[src/design/lwedd_pkg.sv]
// ----------------------------------------------------------------------------
// lwedd_pkg
// Shared widths, sizes and types for the LWE decapsulation decoder.
// ----------------------------------------------------------------------------
package lwedd_pkg;

  // Number of secret elements and columns.
  localparam int VectorLength = 512;
  // Width that can hold VectorLength - 1 at its upper limit.
  localparam int LenW         = 13;

  localparam int PosW   = 9;
  localparam int ValW   = 25;
  localparam int ModW   = 24;
  localparam int AccW   = 64;
  localparam int ProdW  = 2 * ValW;
  localparam int DiffW  = ValW + 1;
  localparam int StepW  = 7;

  // Only positions that fit the position field can ever be stored.
  localparam int StoreDepth = (VectorLength < (1 << PosW)) ? VectorLength : (1 << PosW);
  localparam int AddrW      = (StoreDepth > 1) ? $clog2(StoreDepth) : 1;

  localparam logic [ModW-1:0] ModReset = ModW'(3329);

  // Operation carried by an input item.
  typedef enum logic [1:0] {
    OpLoad   = 2'd0,
    OpAcc    = 2'd1,
    OpFinish = 2'd2,
    OpUnused = 2'd3
  } op_e;

  // Answer of the shared remainder unit.
  typedef struct packed {
    logic            done;
    logic [ModW-1:0] rem;
  } rem_rsp_t;

endpackage

[src/design/lwedd_rem_unit.sv]
// ----------------------------------------------------------------------------
// lwedd_rem_unit
// Shift-subtract remainder unit: one dividend bit per cycle against modulus.
// ----------------------------------------------------------------------------
module lwedd_rem_unit (
  input  logic                            clk_i,
  input  logic                            rst_ni,
  input  logic                            start_i,
  input  logic [lwedd_pkg::StepW-1:0]     len_i,
  input  logic [lwedd_pkg::AccW-1:0]      mag_i,
  input  logic [lwedd_pkg::ModW-1:0]      modulus_i,
  output lwedd_pkg::rem_rsp_t             rsp_o
);

  logic                          busy_q;
  logic                          done_q;
  logic [lwedd_pkg::StepW-1:0]   cnt_q;
  logic [lwedd_pkg::AccW-1:0]    dvd_q;
  logic [lwedd_pkg::ModW-1:0]    rem_q;
  logic [lwedd_pkg::ModW:0]      trial;
  logic [lwedd_pkg::ModW-1:0]    rem_d;

  // The partial remainder stays below the modulus, so the trial value fits
  // one bit more than the modulus.
  always_comb begin
    trial = {rem_q, dvd_q[lwedd_pkg::AccW-1]};
    if (trial >= {1'b0, modulus_i}) begin
      rem_d = lwedd_pkg::ModW'(trial - {1'b0, modulus_i});
    end else begin
      rem_d = trial[lwedd_pkg::ModW-1:0];
    end
  end

  always_ff @(posedge clk_i or negedge rst_ni) begin
    if (!rst_ni) begin
      busy_q <= 1'b0;
      done_q <= 1'b0;
      cnt_q  <= '0;
    end else begin
      done_q <= 1'b0;
      if (start_i) begin
        busy_q <= 1'b1;
        cnt_q  <= len_i;
      end else if (busy_q) begin
        cnt_q <= cnt_q - 1'b1;
        if (cnt_q == lwedd_pkg::StepW'(1)) begin
          busy_q <= 1'b0;
          done_q <= 1'b1;
        end
      end
    end
  end

  always_ff @(posedge clk_i) begin
    if (start_i) begin
      dvd_q <= mag_i;
      rem_q <= '0;
    end else if (busy_q) begin
      dvd_q <= {dvd_q[lwedd_pkg::AccW-2:0], 1'b0};
      rem_q <= rem_d;
    end
  end

  assign rsp_o.done = done_q;
  assign rsp_o.rem  = rem_q;

endmodule
[config.mk]
export PLATFORM = sky130hd
export DESIGN_NAME = lwedd_rem_unit
export DESIGN_NICKNAME = d
export VERILOG_FILES = /design/src/design/lwedd_pkg.sv /design/src/design/lwedd_rem_unit.sv
export SDC_FILE = /design/constraint.sdc
export NUM_CORES = 1
export LEC_CHECK = 0
export ABC_CLOCK_PERIOD_IN_PS = 3600
export BUFFER_PORTS_ARGS = -buffer_cell sky130_fd_sc_hd__buf_2
export CORE_MARGIN = 4
export CORE_UTILIZATION = 55
export DETAILED_ROUTE_END_ITERATION = 7
export PLACE_DENSITY = 0.81
export SLEW_MARGIN = 15
export SYNTH_ARGS = -nofsm -noshare
export SYNTH_HDL_FRONTEND = slang
export SYNTH_SLANG_ARGS = --single-unit
[constraint.sdc]
create_clock -name clk_i -period 3.6 [get_ports clk_i]
set_input_delay 0.36 -clock clk_i [delete_from_list [all_inputs] [get_ports clk_i]]
set_output_delay 0.36 -clock clk_i [all_outputs]
set_load 0.02 [all_outputs]
==> results.txt, run 1 <==
- After detailed routing, the met2 layer carries 5910 um of wire.
- During synthesis, Yosys emitted a total of 0 warnings.
- Cell area after synthesis: 5640 sq um
- The H-tree generated during clock tree synthesis spans 3 levels.
* Slew margin rel.: 40.3%
* RSZ-0062 raised after global routing: no
- Worst-case vdd ir drop: between 0.4 and 0.5 mV
- Global routing finished with a remaining overflow of 0.
- Number of standard-cell rows in the floorplan: 36
- The die covers 11900 sq um.
- I/O pin count: ~120
- Hold WC Path Type: input pin to flop
- The critical path starts at dvd_q[63].
- Once the floorplan was initialized, standard cells occupied 57.2% of the core.
- Along the worst path, the maximum fanout reaches 4.
- Fraction of post-synthesis cell area in the top cell type by area: 34.1%
* Number of hold-slack violations in the final timing report: 0
* Half-perimeter wire length after placement: 8970 um
- The via count of the first global-routing pass was 4121.
- The die is about 110 um wide.
- In this run the worst setup path terminates at rem_q[18].
* Fraction of layout instances using a drive strength above 1: 35.0%
- Of the available clock period, the critical path in the final layout requires about 83%.
* Peak clock frequency supported by timing: 336 MHz
- Final-layout setup total negative slack: 0 ns
- Relative to the synthesized area, the layout overhead comes to 15.4%.
- The later pin in the worst-skew pair is clocked with a latency of 0.38 ns.
- The clock period could shrink to 2.97 ns.
- At the worst endpoint, the required time is 3.87 ns.
- Finished Core Util: 65.9%
- The worst setup path is launched from a flop.
- The number of nets handed over by synthesis was 646.
- Biggest area contributors in the synthesized netlist: sky130_fd_sc_hd__edfxtp_1 (34%), sky130_fd_sc_hd__mux2_2 (13%), sky130_fd_sc_hd__dfxtp_1 (8.5%)
- Uppermost routed layer: met4
* Proportion of total power due to net switching: 40.1%
- After synthesis, the share of flip-flops with an asynchronous set or reset is 9.28%.
- Largest area contributor in the netlist: sky130_fd_sc_hd__edfxtp_1
- On the worst path, the slowest cell contributes a delay of 0.42 ns.
- Startpoint of the worst-slack reg-to-reg timing path: dvd_q[63]
- # setup viols final: 0
* Starting DRT DRC Count: 340
- Power share of the combinational group: 45.6%
- Crit Path Category: flop to flop
- The analysis attributes to cell leakage a power of a little under 3 nW.
- Each instance of the synthesized netlist takes up on average 10.8 sq um.
* Wire length of the first global-routing pass: 19600 um
* Aggregate routed wire length: 12300 um
- Summed over all nets, the switching power comes to 1.71 mW.
- Input and output buffers added on the ports amount to around 120.
- In the final routed layout, each cell accounts on average for 16.1 um.
- Traced cell by cell, the critical path runs through inv_1 > ha_1 > inv_1 > fa_1 > a211oi_1 > o21ai_1 > a41oi_2 > o2111ai_1 > a41o_1 > a21oi_1 > xor2_1 > o21ai_1.
- Per report_power, the clock group accounts for 16.8% of the total.
- Total CTS buffers: 9
- For the pin with the worst max-slew slack, the measured transition is between 0.8 and 0.9 ns.
* Post-synthesis instance total: 521
* TritonCTS clock tree: yes
- For this design, the slowest cell found on the critical path is sky130_fd_sc_hd__fa_1.
- The detailed router placed 4293 vias in this run.
* Depth of the most critical reg-to-reg path: 12
- Setup bufs post-CTS: 0
- Hold WS: around 0.19 ns
- Final max-slew violation count: 0
* Cell area power density: 657 nW/um^2
- Internal power of the cells: 2.56 mW
- Routability-driven placement congestion ratio: 0.884
- Net total in the final layout: 751
* Maximum number of pins on one net before global-route repair: 80
* Part of the power in registers: a little under two fifths
* Met1 routed wirelength after detailed routing: 5170 um
- Drt first pass iters: 7
* Overall routing resource usage: 21.0%
* Clock slew at the register clock pins of the worst setup and hold paths: 0.10 ns
* Maxcap violations: 0
- The flow ran to the end, and the final reports show no timing, DRC or antenna violations.
* Count of unresolved DRC violations after routing: 0
- The synthesized design contains 97 register bits.
- The worst setup path is captured at a flop.
- The number of antenna violations at the first check in global routing is 0.
- In this run the critical register-to-register path is captured at rem_q[18].
- After detailed routing, the met3 layer carries 1030 um of wire.
- At the worst endpoint, the arrival time is 3.24 ns.
- Maximum root-to-sink buffer count: 2
- TritonCTS sink count: 97
- Using the TritonRoute via totals, the vias-per-cell ratio works out to 5.62.
- Of the synthesized area, sequential elements account for 46.6%.
- Min-delay src: len_i[1]
* Core box area: about 10000 sq um
- Counting flops with a built-in enable in the synthesized netlist gives 64.
* Height of the die: 109 um
- CTS root buffer: sky130_fd_sc_hd__clkbuf_8
* Antenna Cells: 0
- Primary FF master, synth: sky130_fd_sc_hd__edfxtp_1
* Setup Skew: approximately 0.016 ns
* Count of unique library cells instantiated by Yosys: between 60 and 70
- Number of nets with antenna violations after routing: 0
- The worst register-to-register path has a setup slack of ~0.63 ns.
==> cell families (layout without fill, tap and decap cells) <==
group	count (synthesis)	count (layout)	share of synthesized area, %
and+or+nand+nor	135	135	11.5
AOI/OAI and AO/OA	104	104	13.8
DFF	97	97	46.6
buffers and inverters	68	178	5.19
muxes	63	63	12.6
adders and majority gates	27	27	6.13
xor gates and xnor gates	27	27	4.19
==> flip-flops by register name (all words and copies together), names as in the netlist <==
| signal | flops |
|---|---|
| busy_q | 1 |
| cnt_q | 7 |
| done_q | 1 |
| dvd_q | 64 |
| rem_q | 24 |
==> power groups by stage <==
stage | Sequential, mW | Clock (mW) | Combinational [mW]
floorplan | 1.73 | 0 | 1.37
global placement | 1.62 | 0 | 1.89
detailed placement | 1.63 | 0 | 1.92
CTS | 1.60 | 0.740 | 1.94
global route | 1.64 | 0.791 | 2.16
finish | 1.61 | 0.719 | 1.95
==> how the worst min path moves through the flow <==
stage / endpoint / depth (start not counted)
2_1_floorplan: busy_q / 0
3_3_place_gp: cnt_q[4] / 1
3_5_place_dp: cnt_q[2] / 1
4_1_cts: cnt_q[1] / 3
5_1_grt: cnt_q[1] / 3
6_report: cnt_q[1] / 3
==> per-layer routing <==
metal / vias up / track usage [%]
met5: - / 0
met4: 0 / 4.81
met3: 13 / 8.11
met2: 141 / 33.1
met1: 2023 / 27.5
li1: 2116 / -
==> worst max-delay path: cells and delay by family (launching register included) <==
| kind | cells | cell delay (ns) |
|---|---|---|
| AO/OA/AOI/OAI | 7 | 1.54 |
| XOR/XNOR | 1 | 0.22 |
| adder cells (fa/ha/maj) | 2 | 0.58 |
| buffers and inverters | 2 | 0.13 |
| flip-flops | 1 | 0.40 |
==> stage by stage <==
step | instance area [sq um] | std cells | total power [mW] | setup WS, ns
final | 6500 | 764 | 4.27 | 0.627
after CTS | 6500 | 764 | 4.28 | 0.653
after global placement | 6300 | 747 | 3.51 | 0.619
after floorplan | 5640 | 521 | 3.10 | 1.05
after global routing | 6500 | 764 | 4.59 | 0.333
after detailed placement | 6300 | 747 | 3.55 | 0.529
==> final cells by class <==
| type | count | area [sq um] |
|---|---|---|
| Multi-Input combinational cell | 356 | 2720 |
| Tap cell | 133 | 166 |
| Sequential cell | 97 | 2630 |
| Inverter | 35 | 131 |
| Timing Repair Buffer | 127 | 666 |
| Clock buffer | 10 | 128 |
| Fill cell | 779 | 3360 |
| Clock inverter | 6 | 67.6 |
==> cells in the mapped netlist, types with 3 or more instances <==
| library cell | number |
|---|---|
| sky130_fd_sc_hd__inv_1 | 35 |
| sky130_fd_sc_hd__clkbuf_1 | 15 |
| sky130_fd_sc_hd__nand4b_1 | 4 |
| sky130_fd_sc_hd__mux2_2 | 63 |
| sky130_fd_sc_hd__nor2_1 | 30 |
| sky130_fd_sc_hd__o211ai_1 | 4 |
| sky130_fd_sc_hd__ha_1 | 26 |
| sky130_fd_sc_hd__a21o_1 | 11 |
| sky130_fd_sc_hd__nand2_1 | 47 |
| sky130_fd_sc_hd__and3_1 | 4 |
| sky130_fd_sc_hd__xor2_1 | 14 |
| sky130_fd_sc_hd__a311oi_1 | 9 |
| sky130_fd_sc_hd__and2_1 | 3 |
| sky130_fd_sc_hd__o21a_1 | 3 |
| sky130_fd_sc_hd__edfxtp_1 | 64 |
| sky130_fd_sc_hd__o21ai_1 | 3 |
| sky130_fd_sc_hd__a311oi_2 | 5 |
| sky130_fd_sc_hd__nand2_2 | 4 |
| sky130_fd_sc_hd__o21ai_0 | 17 |
| sky130_fd_sc_hd__nand4_1 | 6 |
| sky130_fd_sc_hd__or3_1 | 3 |
| sky130_fd_sc_hd__buf_2 | 7 |
| sky130_fd_sc_hd__a211oi_1 | 3 |
| sky130_fd_sc_hd__dfrtp_1 | 9 |
| sky130_fd_sc_hd__nand2b_1 | 4 |
| sky130_fd_sc_hd__a21oi_1 | 20 |
| sky130_fd_sc_hd__buf_1 | 6 |
| sky130_fd_sc_hd__nand3_1 | 17 |
| sky130_fd_sc_hd__dfxtp_1 | 24 |
| sky130_fd_sc_hd__xnor2_1 | 13 |
| sky130_fd_sc_hd__a211o_1 | 3 |
==> layout by cell type (no fill, tap or decap), types with 3 or more instances in the layout <==
cell type / count
sky130_fd_sc_hd__a211o_1: 3
sky130_fd_sc_hd__a211oi_1: 3
sky130_fd_sc_hd__a21o_1: 11
sky130_fd_sc_hd__a21oi_1: 20
sky130_fd_sc_hd__a311oi_1: 9
sky130_fd_sc_hd__a311oi_2: 5
sky130_fd_sc_hd__and2_1: 3
sky130_fd_sc_hd__and3_1: 4
sky130_fd_sc_hd__buf_2: 121
sky130_fd_sc_hd__buf_4: 4
sky130_fd_sc_hd__clkbuf_8: 9
sky130_fd_sc_hd__dfrtp_1: 9
sky130_fd_sc_hd__dfxtp_1: 24
sky130_fd_sc_hd__edfxtp_1: 64
sky130_fd_sc_hd__ha_1: 26
sky130_fd_sc_hd__inv_1: 34
sky130_fd_sc_hd__mux2_2: 63
sky130_fd_sc_hd__nand2_1: 47
sky130_fd_sc_hd__nand2_2: 4
sky130_fd_sc_hd__nand2b_1: 4
sky130_fd_sc_hd__nand3_1: 17
sky130_fd_sc_hd__nand4_1: 6
sky130_fd_sc_hd__nand4b_1: 4
sky130_fd_sc_hd__nor2_1: 30
sky130_fd_sc_hd__o211ai_1: 4
sky130_fd_sc_hd__o21a_1: 3
sky130_fd_sc_hd__o21ai_0: 17
sky130_fd_sc_hd__o21ai_1: 3
sky130_fd_sc_hd__or3_1: 3
sky130_fd_sc_hd__xnor2_1: 13
sky130_fd_sc_hd__xor2_1: 14
==> what timing repair did <==
item / CTS / global route
setup endpoints to repair: 0 / 0
endpoints found under the hold margin: 9 / 0
resized for setup: 0 / 0
hold buffers: 1 / 0
No activity file was read; power rests on OpenSTA's default activity.
==> run 2: changes to the inputs <==
ABC_CLOCK_PERIOD_IN_PS = 2720   (was 3600)
CORE_UTILIZATION = 50   (was 55)
PLACE_DENSITY = 0.77   (was 0.81)
clock period = 2.72 ns   (was 3.6 ns; I/O delays follow)
==> run 2 against run 1 <==
Largest power group unchanged. Critical endpoint is now rem_q[12]. Non-clock buffer count grew 12. Largest cell class unchanged. Highest routed layer unchanged. Sequential power grew 31%. Design area grew 4.2%. Flip-flop and latch count is the same. Routed wire length grew 1.7%. Clock power grew 89%. Hold slack lost 0.048 ns.
==> results.txt, run 2 (synthesis results as in run 1) <==
* Total congestion overflow: 0
- CTS root buffer: sky130_fd_sc_hd__clkbuf_16
- Maxcap violations: 0
* Height of the die: between 100 and 150 um
- The layout has between 900 and 1000 filler cells.
- Clock network power share: 21.8%
- Sequential cells burn 33.8% of the power.
* Clock H-tree levels: 3
- Internal power of the cells: 3.82 mW
- Fraction of layout instances using a drive strength above 1: 37.8%
* Half-perimeter wire length after placement: between 9000 and 10000 um
* Endpoint class of the critical path: flop
* Number of standard-cell rows in the floorplan: 38
- Antenna violations before repair: 0
* Number of nets with antenna violations after routing: 0
- Wire length of the first global-routing pass: 20100 um
- Worst-case setup slack after placement: -0.0437 ns
- Clock slew at the register clock pins of the worst setup and hold paths: 0.07 ns
- For this configuration, the core starts out at a cell density of 51.6%.
- At the worst endpoint, the required time is slightly below 3 ns.
- Entering global routing, the biggest net connects between 100 and 150 pins.
* Overall routing resource usage: 19.2%
- Layout Cell Area excl Fill: 6780 sq um
- Clock latency on the worst-skew pair, taken at its later pin, is 0.35 ns.
- Leakage: about 3.0 nW
* Die area: 13000 sq um
* Count of unresolved DRC violations after routing: 0
- Clock tree synthesis inserted a total of 9 buffers.
- The worst setup path is launched from a flop.
- Number of global-route vias before repair: 4244
- Synth-to-Final Area Change: 20.2%
* Maximum root-to-sink buffer count: 2
* Aggregate routed wire length: 12500 um
- Timing would allow up to ~380 MHz.
* Ordered cell list for the critical path: inv_1 > ha_2 > inv_1 > fa_2 > a211oi_4 > o21ai_2 > a41oi_2 > buf_4 > o21bai_1 > a21oi_2 > xor2_1 > and3_1 > nor4_1
- The final number of hold-violating endpoints is 0.
* Vias post-DR: 4344
- Ranked by flip-flop count, first place goes to dvd_q.
- Net load switching power: roughly 2.4 mW
* Antenna Cells: 0
- In this design, the stage delay of the slowest critical-path cell is 0.40 ns.
- Power spread over the standard cell area amounts to 921 nW/um^2.
* RSZ-0062 raised after global routing: yes
- The worst hold path belongs to the class input pin to flop.
* Final period utilization: 95.6%
* Final critical-path required period: 2.60 ns
* Setup bufs post-CTS: 0
- Core box area: 10900 sq um
- TritonCTS clock tree: yes
* Proportion of total power due to net switching: roughly two fifths
- Arrival time worst endpoint: between 2 and 3 ns
- Die width: 114 um
- Drt first pass iters: 5
* Routability-driven placement congestion ratio: approximately 0.91
- Per report_power, the combinational group accounts for 44.4% of the total.
- Along the worst path, the maximum fanout reaches 3.
* Library cell appearing most often on the critical path: sky130_fd_sc_hd__inv_1
* Starting DRT DRC Count: 255
* Final worst setup slack: 0.119 ns
- I/O pin count: between 100 and 150
- Placement-stage cell area: 6410 sq um
- The flow ran to the end, and the final reports show no timing, DRC or antenna violations.
* Highest-count cells in the layout ignoring fill and taps: sky130_fd_sc_hd__buf_2 (121), sky130_fd_sc_hd__edfxtp_1 (64), sky130_fd_sc_hd__mux2_2 (63), sky130_fd_sc_hd__nand2_1 (47), sky130_fd_sc_hd__inv_1 (34)
* Mean routed wirelength per cell: 16.0 um
- The count of buffers added on input and output ports is 122.
- The number of max-slew violations in the final report is 0.
- Setup violations remaining at the end of the flow were counted as 0.
- TritonCTS sink count: between 90 and 100
* Highest-delay cell along the critical path: sky130_fd_sc_hd__edfxtp_1
- Routed via count divided by cell count: 5.55
- Net total in the final layout: 763
* Setup Skew: roughly 0.012 ns
* Post-route non-filler standard cell count: about 780
- Hold WS: 0.138 ns
- Crit Path Category: flop to flop
- Measured slew at the worst slew-check pin: 0.763 ns
- Biggest registers after layout: dvd_q: 64 flops, rem_q: 24 flops, cnt_q: 7 flops
* Largest register FFs: 64
- Most common cell after layout, fill and taps aside: sky130_fd_sc_hd__buf_2
* Placed Cells: around 770
- The worst-case IR drop observed on VDD is 0.377 mV.
- Slew margin rel.: 49.0%
==> run 2: critical path, delay by kind of cell, from the launching register on <==
family          cells  cell delay (ns)
compound gates      5             0.86
xor+xnor            1             0.08
fa+ha+maj           2             0.52
buf+inv             3             0.30
flops               1             0.40
simple gates        2             0.34
==> run 2: final timing paths <==
path / cells past startpoint / start / slack, ns / end
worst min register to register: 2 / rem_q[5] / 0.51 / rem_q[6]
worst max register to register: 13 / dvd_q[63] / 0.12 / rem_q[12]
min in group asynchronous: 2 / rst_ni / 0.31 / cnt_q[5]
worst max-delay path: 13 / dvd_q[63] / 0.12 / rem_q[12]
worst min-delay path: 3 / len_i[5] / 0.14 / cnt_q[5]
max in group asynchronous: 2 / rst_ni / 2.24 / done_q
==> run 2: power by group through the flow <==
stage | logic, mW | clock network, mW | registers [mW]
global route | 3.05 | 1.45 | 2.16
global placement | 2.63 | 0 | 2.12
CTS | 2.69 | 1.40 | 2.11
detailed placement | 2.67 | 0 | 2.14
finish | 2.77 | 1.36 | 2.11
floorplan | 1.82 | 0 | 2.29
==> run 2: stage by stage <==
stage                     util [%]  power (mW)  TNS [ns]
after global placement        58.6        4.75         0
after detailed placement      58.6        4.81   -0.0494
after floorplan                  -        4.11         0
after CTS                     61.6        6.20         0
after global routing          62.0        6.66  -0.00811
final                         62.0        6.24         0
==> run 2: layout make-up <==
class / instances / area (sq um) / area share (%)
Tap cell: 140 / 175 / 2.58
Multi-Input combinational cell: 356 / 2760 / 40.7
Sequential cell: 97 / 2630 / 38.8
Timing Repair Buffer: 139 / 768 / 11.3
Clock inverter: 7 / 91.3 / 1.35
Clock buffer: 9 / 225 / 3.32
Inverter: 35 / 131 / 1.94
==> run 2: timing repair <==
action,in CTS,in global routing
pin swaps,1,7
endpoints found under the setup margin,2,6
endpoints found under the hold margin,9,0
hold buffers,1,0
resized for setup,0,12
==> run 2: metal layers <==
| layer | vias to the layer above | part of all wire (%) | GRT usage, % |
|---|---|---|---|
| li1 | 2136 | - | - |
| met1 | 2061 | 44 | 25.7 |
| met2 | 134 | 48 | 31.1 |
| met3 | 13 | 7.7 | 4.81 |
| met4 | 0 | 1.1 | 4.99 |
| met5 | - | 0 | 0 |
==> run 3: changes to the inputs <==
PLACE_DENSITY = unset   (was 0.77)
PLACE_DENSITY_LB_ADDON = 0.1   (was unset)
==> run 3 against run 2 <==
Clock skew about the same. Hold slack got worse by 0.011 ns. Via count is 2.4% higher. Die area unchanged. Sequential power about the same. Register-to-register slack improved by 0.03 ns. Largest cell class unchanged. Sequential share of layout area decreased by 0.50 points. Clock-buffer cell count stayed put. Flip-flop and latch count stayed put. Final cell count grew 1.8%. Core utilization is 0.81 points higher. Design area increased by 1.3%.
==> results.txt, run 3 (synthesis results as in run 1) <==
- Maxcap violations: 0
- Clock slew at the register clock pins of the worst setup and hold paths: approximately 0.08 ns
* Biggest registers after layout: dvd_q: 64 flops, rem_q: 24 flops, cnt_q: 7 flops
* Routability-driven placement congestion ratio: around 0.87
* Proportion of total power due to net switching: between 30% and 40%
* Count of unresolved DRC violations after routing: 0
* Total CTS buffers: 9
- The floorplan step defined a core boundary enclosing 10900 sq um.
- The first global-routing pass estimated 20800 um of wire.
- TritonCTS built the clock tree.
* I/O pin count: 123
* Measured slew at the worst slew-check pin: 0.664 ns
- Worst-case vdd ir drop: 0.529 mV
- Total congestion overflow: 0
* Largest register FFs: 64
- Library cell appearing most often on the critical path: sky130_fd_sc_hd__inv_1
* Part of the power in registers: 33.3%
- The routed design could run at a clock period as short as between 2 and 3 ns.
- Biggest fanout along the worst timing path: 3
* Final-layout setup total negative slack: 0 ns
- Clock tree synthesis selected as its root buffer the cell sky130_fd_sc_hd__clkbuf_16.
* Fraction of layout instances using a drive strength above 1: 38.7%
- Element type at the critical path start: flop
- Routed via count divided by cell count: ~5.6
- In this run the deepest clock path goes through 2 buffers.
* Highest-delay cell along the critical path: sky130_fd_sc_hd__edfxtp_1
- Cell area power density: ~900 nW/um^2
- CP max stage delay: between 0.3 and 0.4 ns
- Summed over all nets, the switching power comes to roughly 2.4 mW.
* Half-perimeter wire length after placement: 9360 um
- The setup check on the worst reg-to-reg path leaves a slack of 0.15 ns.
- TritonCTS sink count: 97
- Internal power of the cells: between 3 and 4 mW
- Leakage: slightly above 3 nW
- The min-delay analysis places its worst path in the category input pin to flop.
* Number of hold-slack violations in the final timing report: 0
* Net total in the final layout: 777
* Top register by number of flip-flops: dvd_q
- Clock H-tree levels: 3
- The endpoint identified for the worst register-to-register timing path is rem_q[12].
- Global routing used between 20 and 25% of the available tracks across all layers.
- Setup violations remaining at the end of the flow were counted as 0.
* Highest-count cells in the layout ignoring fill and taps: sky130_fd_sc_hd__buf_2 (121), sky130_fd_sc_hd__edfxtp_1 (64), sky130_fd_sc_hd__mux2_2 (63), sky130_fd_sc_hd__nand2_1 (47), sky130_fd_sc_hd__inv_1 (34)
- Fill cell instance count of the final layout: 960
* Depth of the most critical reg-to-reg path: 13
* Aggregate routed wire length: 12900 um
- Combinational logic burns 45.8% of the power.
- Mean routed wirelength per cell: 16.2 um
* Min-delay src: len_i[5]
* Clock network power share: a little over a fifth
* Vias post-DR: 4450
- Entering global routing, the biggest net connects 65 pins.
- Clock skew on the completed layout was measured at ~0.012 ns.
- Synth-to-Final Area Change: 21.8%
- Hold-critical path depth: 3
- Height of the die: 114 um
- The critical path is of the flop to flop type.
* Ordered cell list for the critical path: inv_1 > ha_1 > inv_1 > fa_2 > a211oi_2 > o21ai_1 > a41oi_2 > buf_4 > o21bai_1 > a21oi_2 > xor2_1 > and3_1 > nor4_2
* Number of global-route vias before repair: 4204
- Row generation in the floorplan step produced 38 rows.
* Final period utilization: 94.6%
- Overall power consumption after layout is estimated at around 6.4 mW.
- The first detailed-routing pass took 5 iterations.
- The flow ran to the end, and the final reports show no timing, DRC or antenna violations.
- The number of antenna diodes in the final layout is 0.
- The initial utilization of the core area, before any placement, comes to between 50% and 60%.
* Most common cell after layout, fill and taps aside: sky130_fd_sc_hd__buf_2
- Worst min-delay path endpoint: cnt_q[5]
- In this run the horizontal extent of the chip is 114 um.
* Starting DRT DRC Count: 263
- Final max-slew violation count: 0
* Worst-Skew Late Latency: ~0.35 ns
* Endpoint class of the critical path: flop
- Number of nets with antenna violations after routing: 0
* CP required: 2.95 ns
- Peak clock frequency supported by timing: 389 MHz
* Slew margin rel.: 55.6%
- Antenna violations before repair: 1
- Arrival time worst endpoint: 2.80 ns
* Die area: 13000 sq um
- Startpoint of the worst-slack reg-to-reg timing path: dvd_q[63]
* Count of input and output buffers: 122
==> run 3: worst max-delay path by stage <==
stage / start / end / slack [ns] / cells after the start
2_1_floorplan: dvd_q[63] / rem_q[18] / 0.17 / 12
3_3_place_gp: dvd_q[63] / rem_q[18] / 0.02 / 12
3_5_place_dp: dvd_q[63] / rem_q[18] / -0.06 / 12
4_1_cts: dvd_q[63] / rem_q[18] / 0.02 / 12
5_1_grt: dvd_q[63] / rem_q[12] / -0.008 / 13
6_report: dvd_q[63] / rem_q[12] / 0.15 / 13
==> run 3: critical path: cells and delay by family (launching register included) <==
kind,cells,cell delay [ns]
AND/OR/NAND/NOR,2,0.23
flip-flops,1,0.39
buffers and inverters,3,0.29
adder cells (fa/ha/maj),2,0.50
XOR/XNOR,1,0.19
AO/OA/AOI/OAI,5,0.85
==> run 3: area by class of cell <==
class	instances	area [sq um]	area share (%)
inverter	35	131	1.91
sequential	97	2630	38.3
tap	140	175	2.55
multi-input combinational	356	2740	39.9
clock buffer	9	225	3.28
timing repair buffer	153	877	12.8
clock inverter	7	87.6	1.28
==> run 3: repair_timing <==
action	in CTS	in global routing
cloned	0	0
hold buffers	1	0
buffers inserted	0	3
gates resized for setup	1	7
pin swaps	1	5
hold endpoints to repair	9	0
setup endpoints to repair	5	10
==> run 3: power by group through the flow <==
stage | clock, mW | combinational (mW) | sequential (mW)
after CTS | 1.36 | 2.83 | 2.11
after floorplan | 0 | 1.82 | 2.29
final | 1.33 | 2.91 | 2.12
after detailed placement | 0 | 2.80 | 2.14
after global routing | 1.43 | 3.18 | 2.16
after global placement | 0 | 2.75 | 2.13
==> run 3: through the flow <==
step	cells	hold slack [ns]	setup slack [ns]	util (%)	area [sq um]
4_1_cts	794	0.117	0.0172	62.4	6820
6_report	797	0.127	0.147	62.8	6870
3_5_place_dp	777	0.134	-0.0627	59.4	6490
3_3_place_gp	777	0.134	0.0222	59.4	6490
2_1_floorplan	521	-0.0236	0.171	-	5640
5_1_grt	797	0.140	-0.00766	62.8	6870
==> run 3: layer usage <==
layer  GRT usage [%]  part of all wire, %
met5               0                 0.10
met4            4.43                 0.94
met3            5.13                  9.2
met2            30.1                   45
met1            29.3                   45
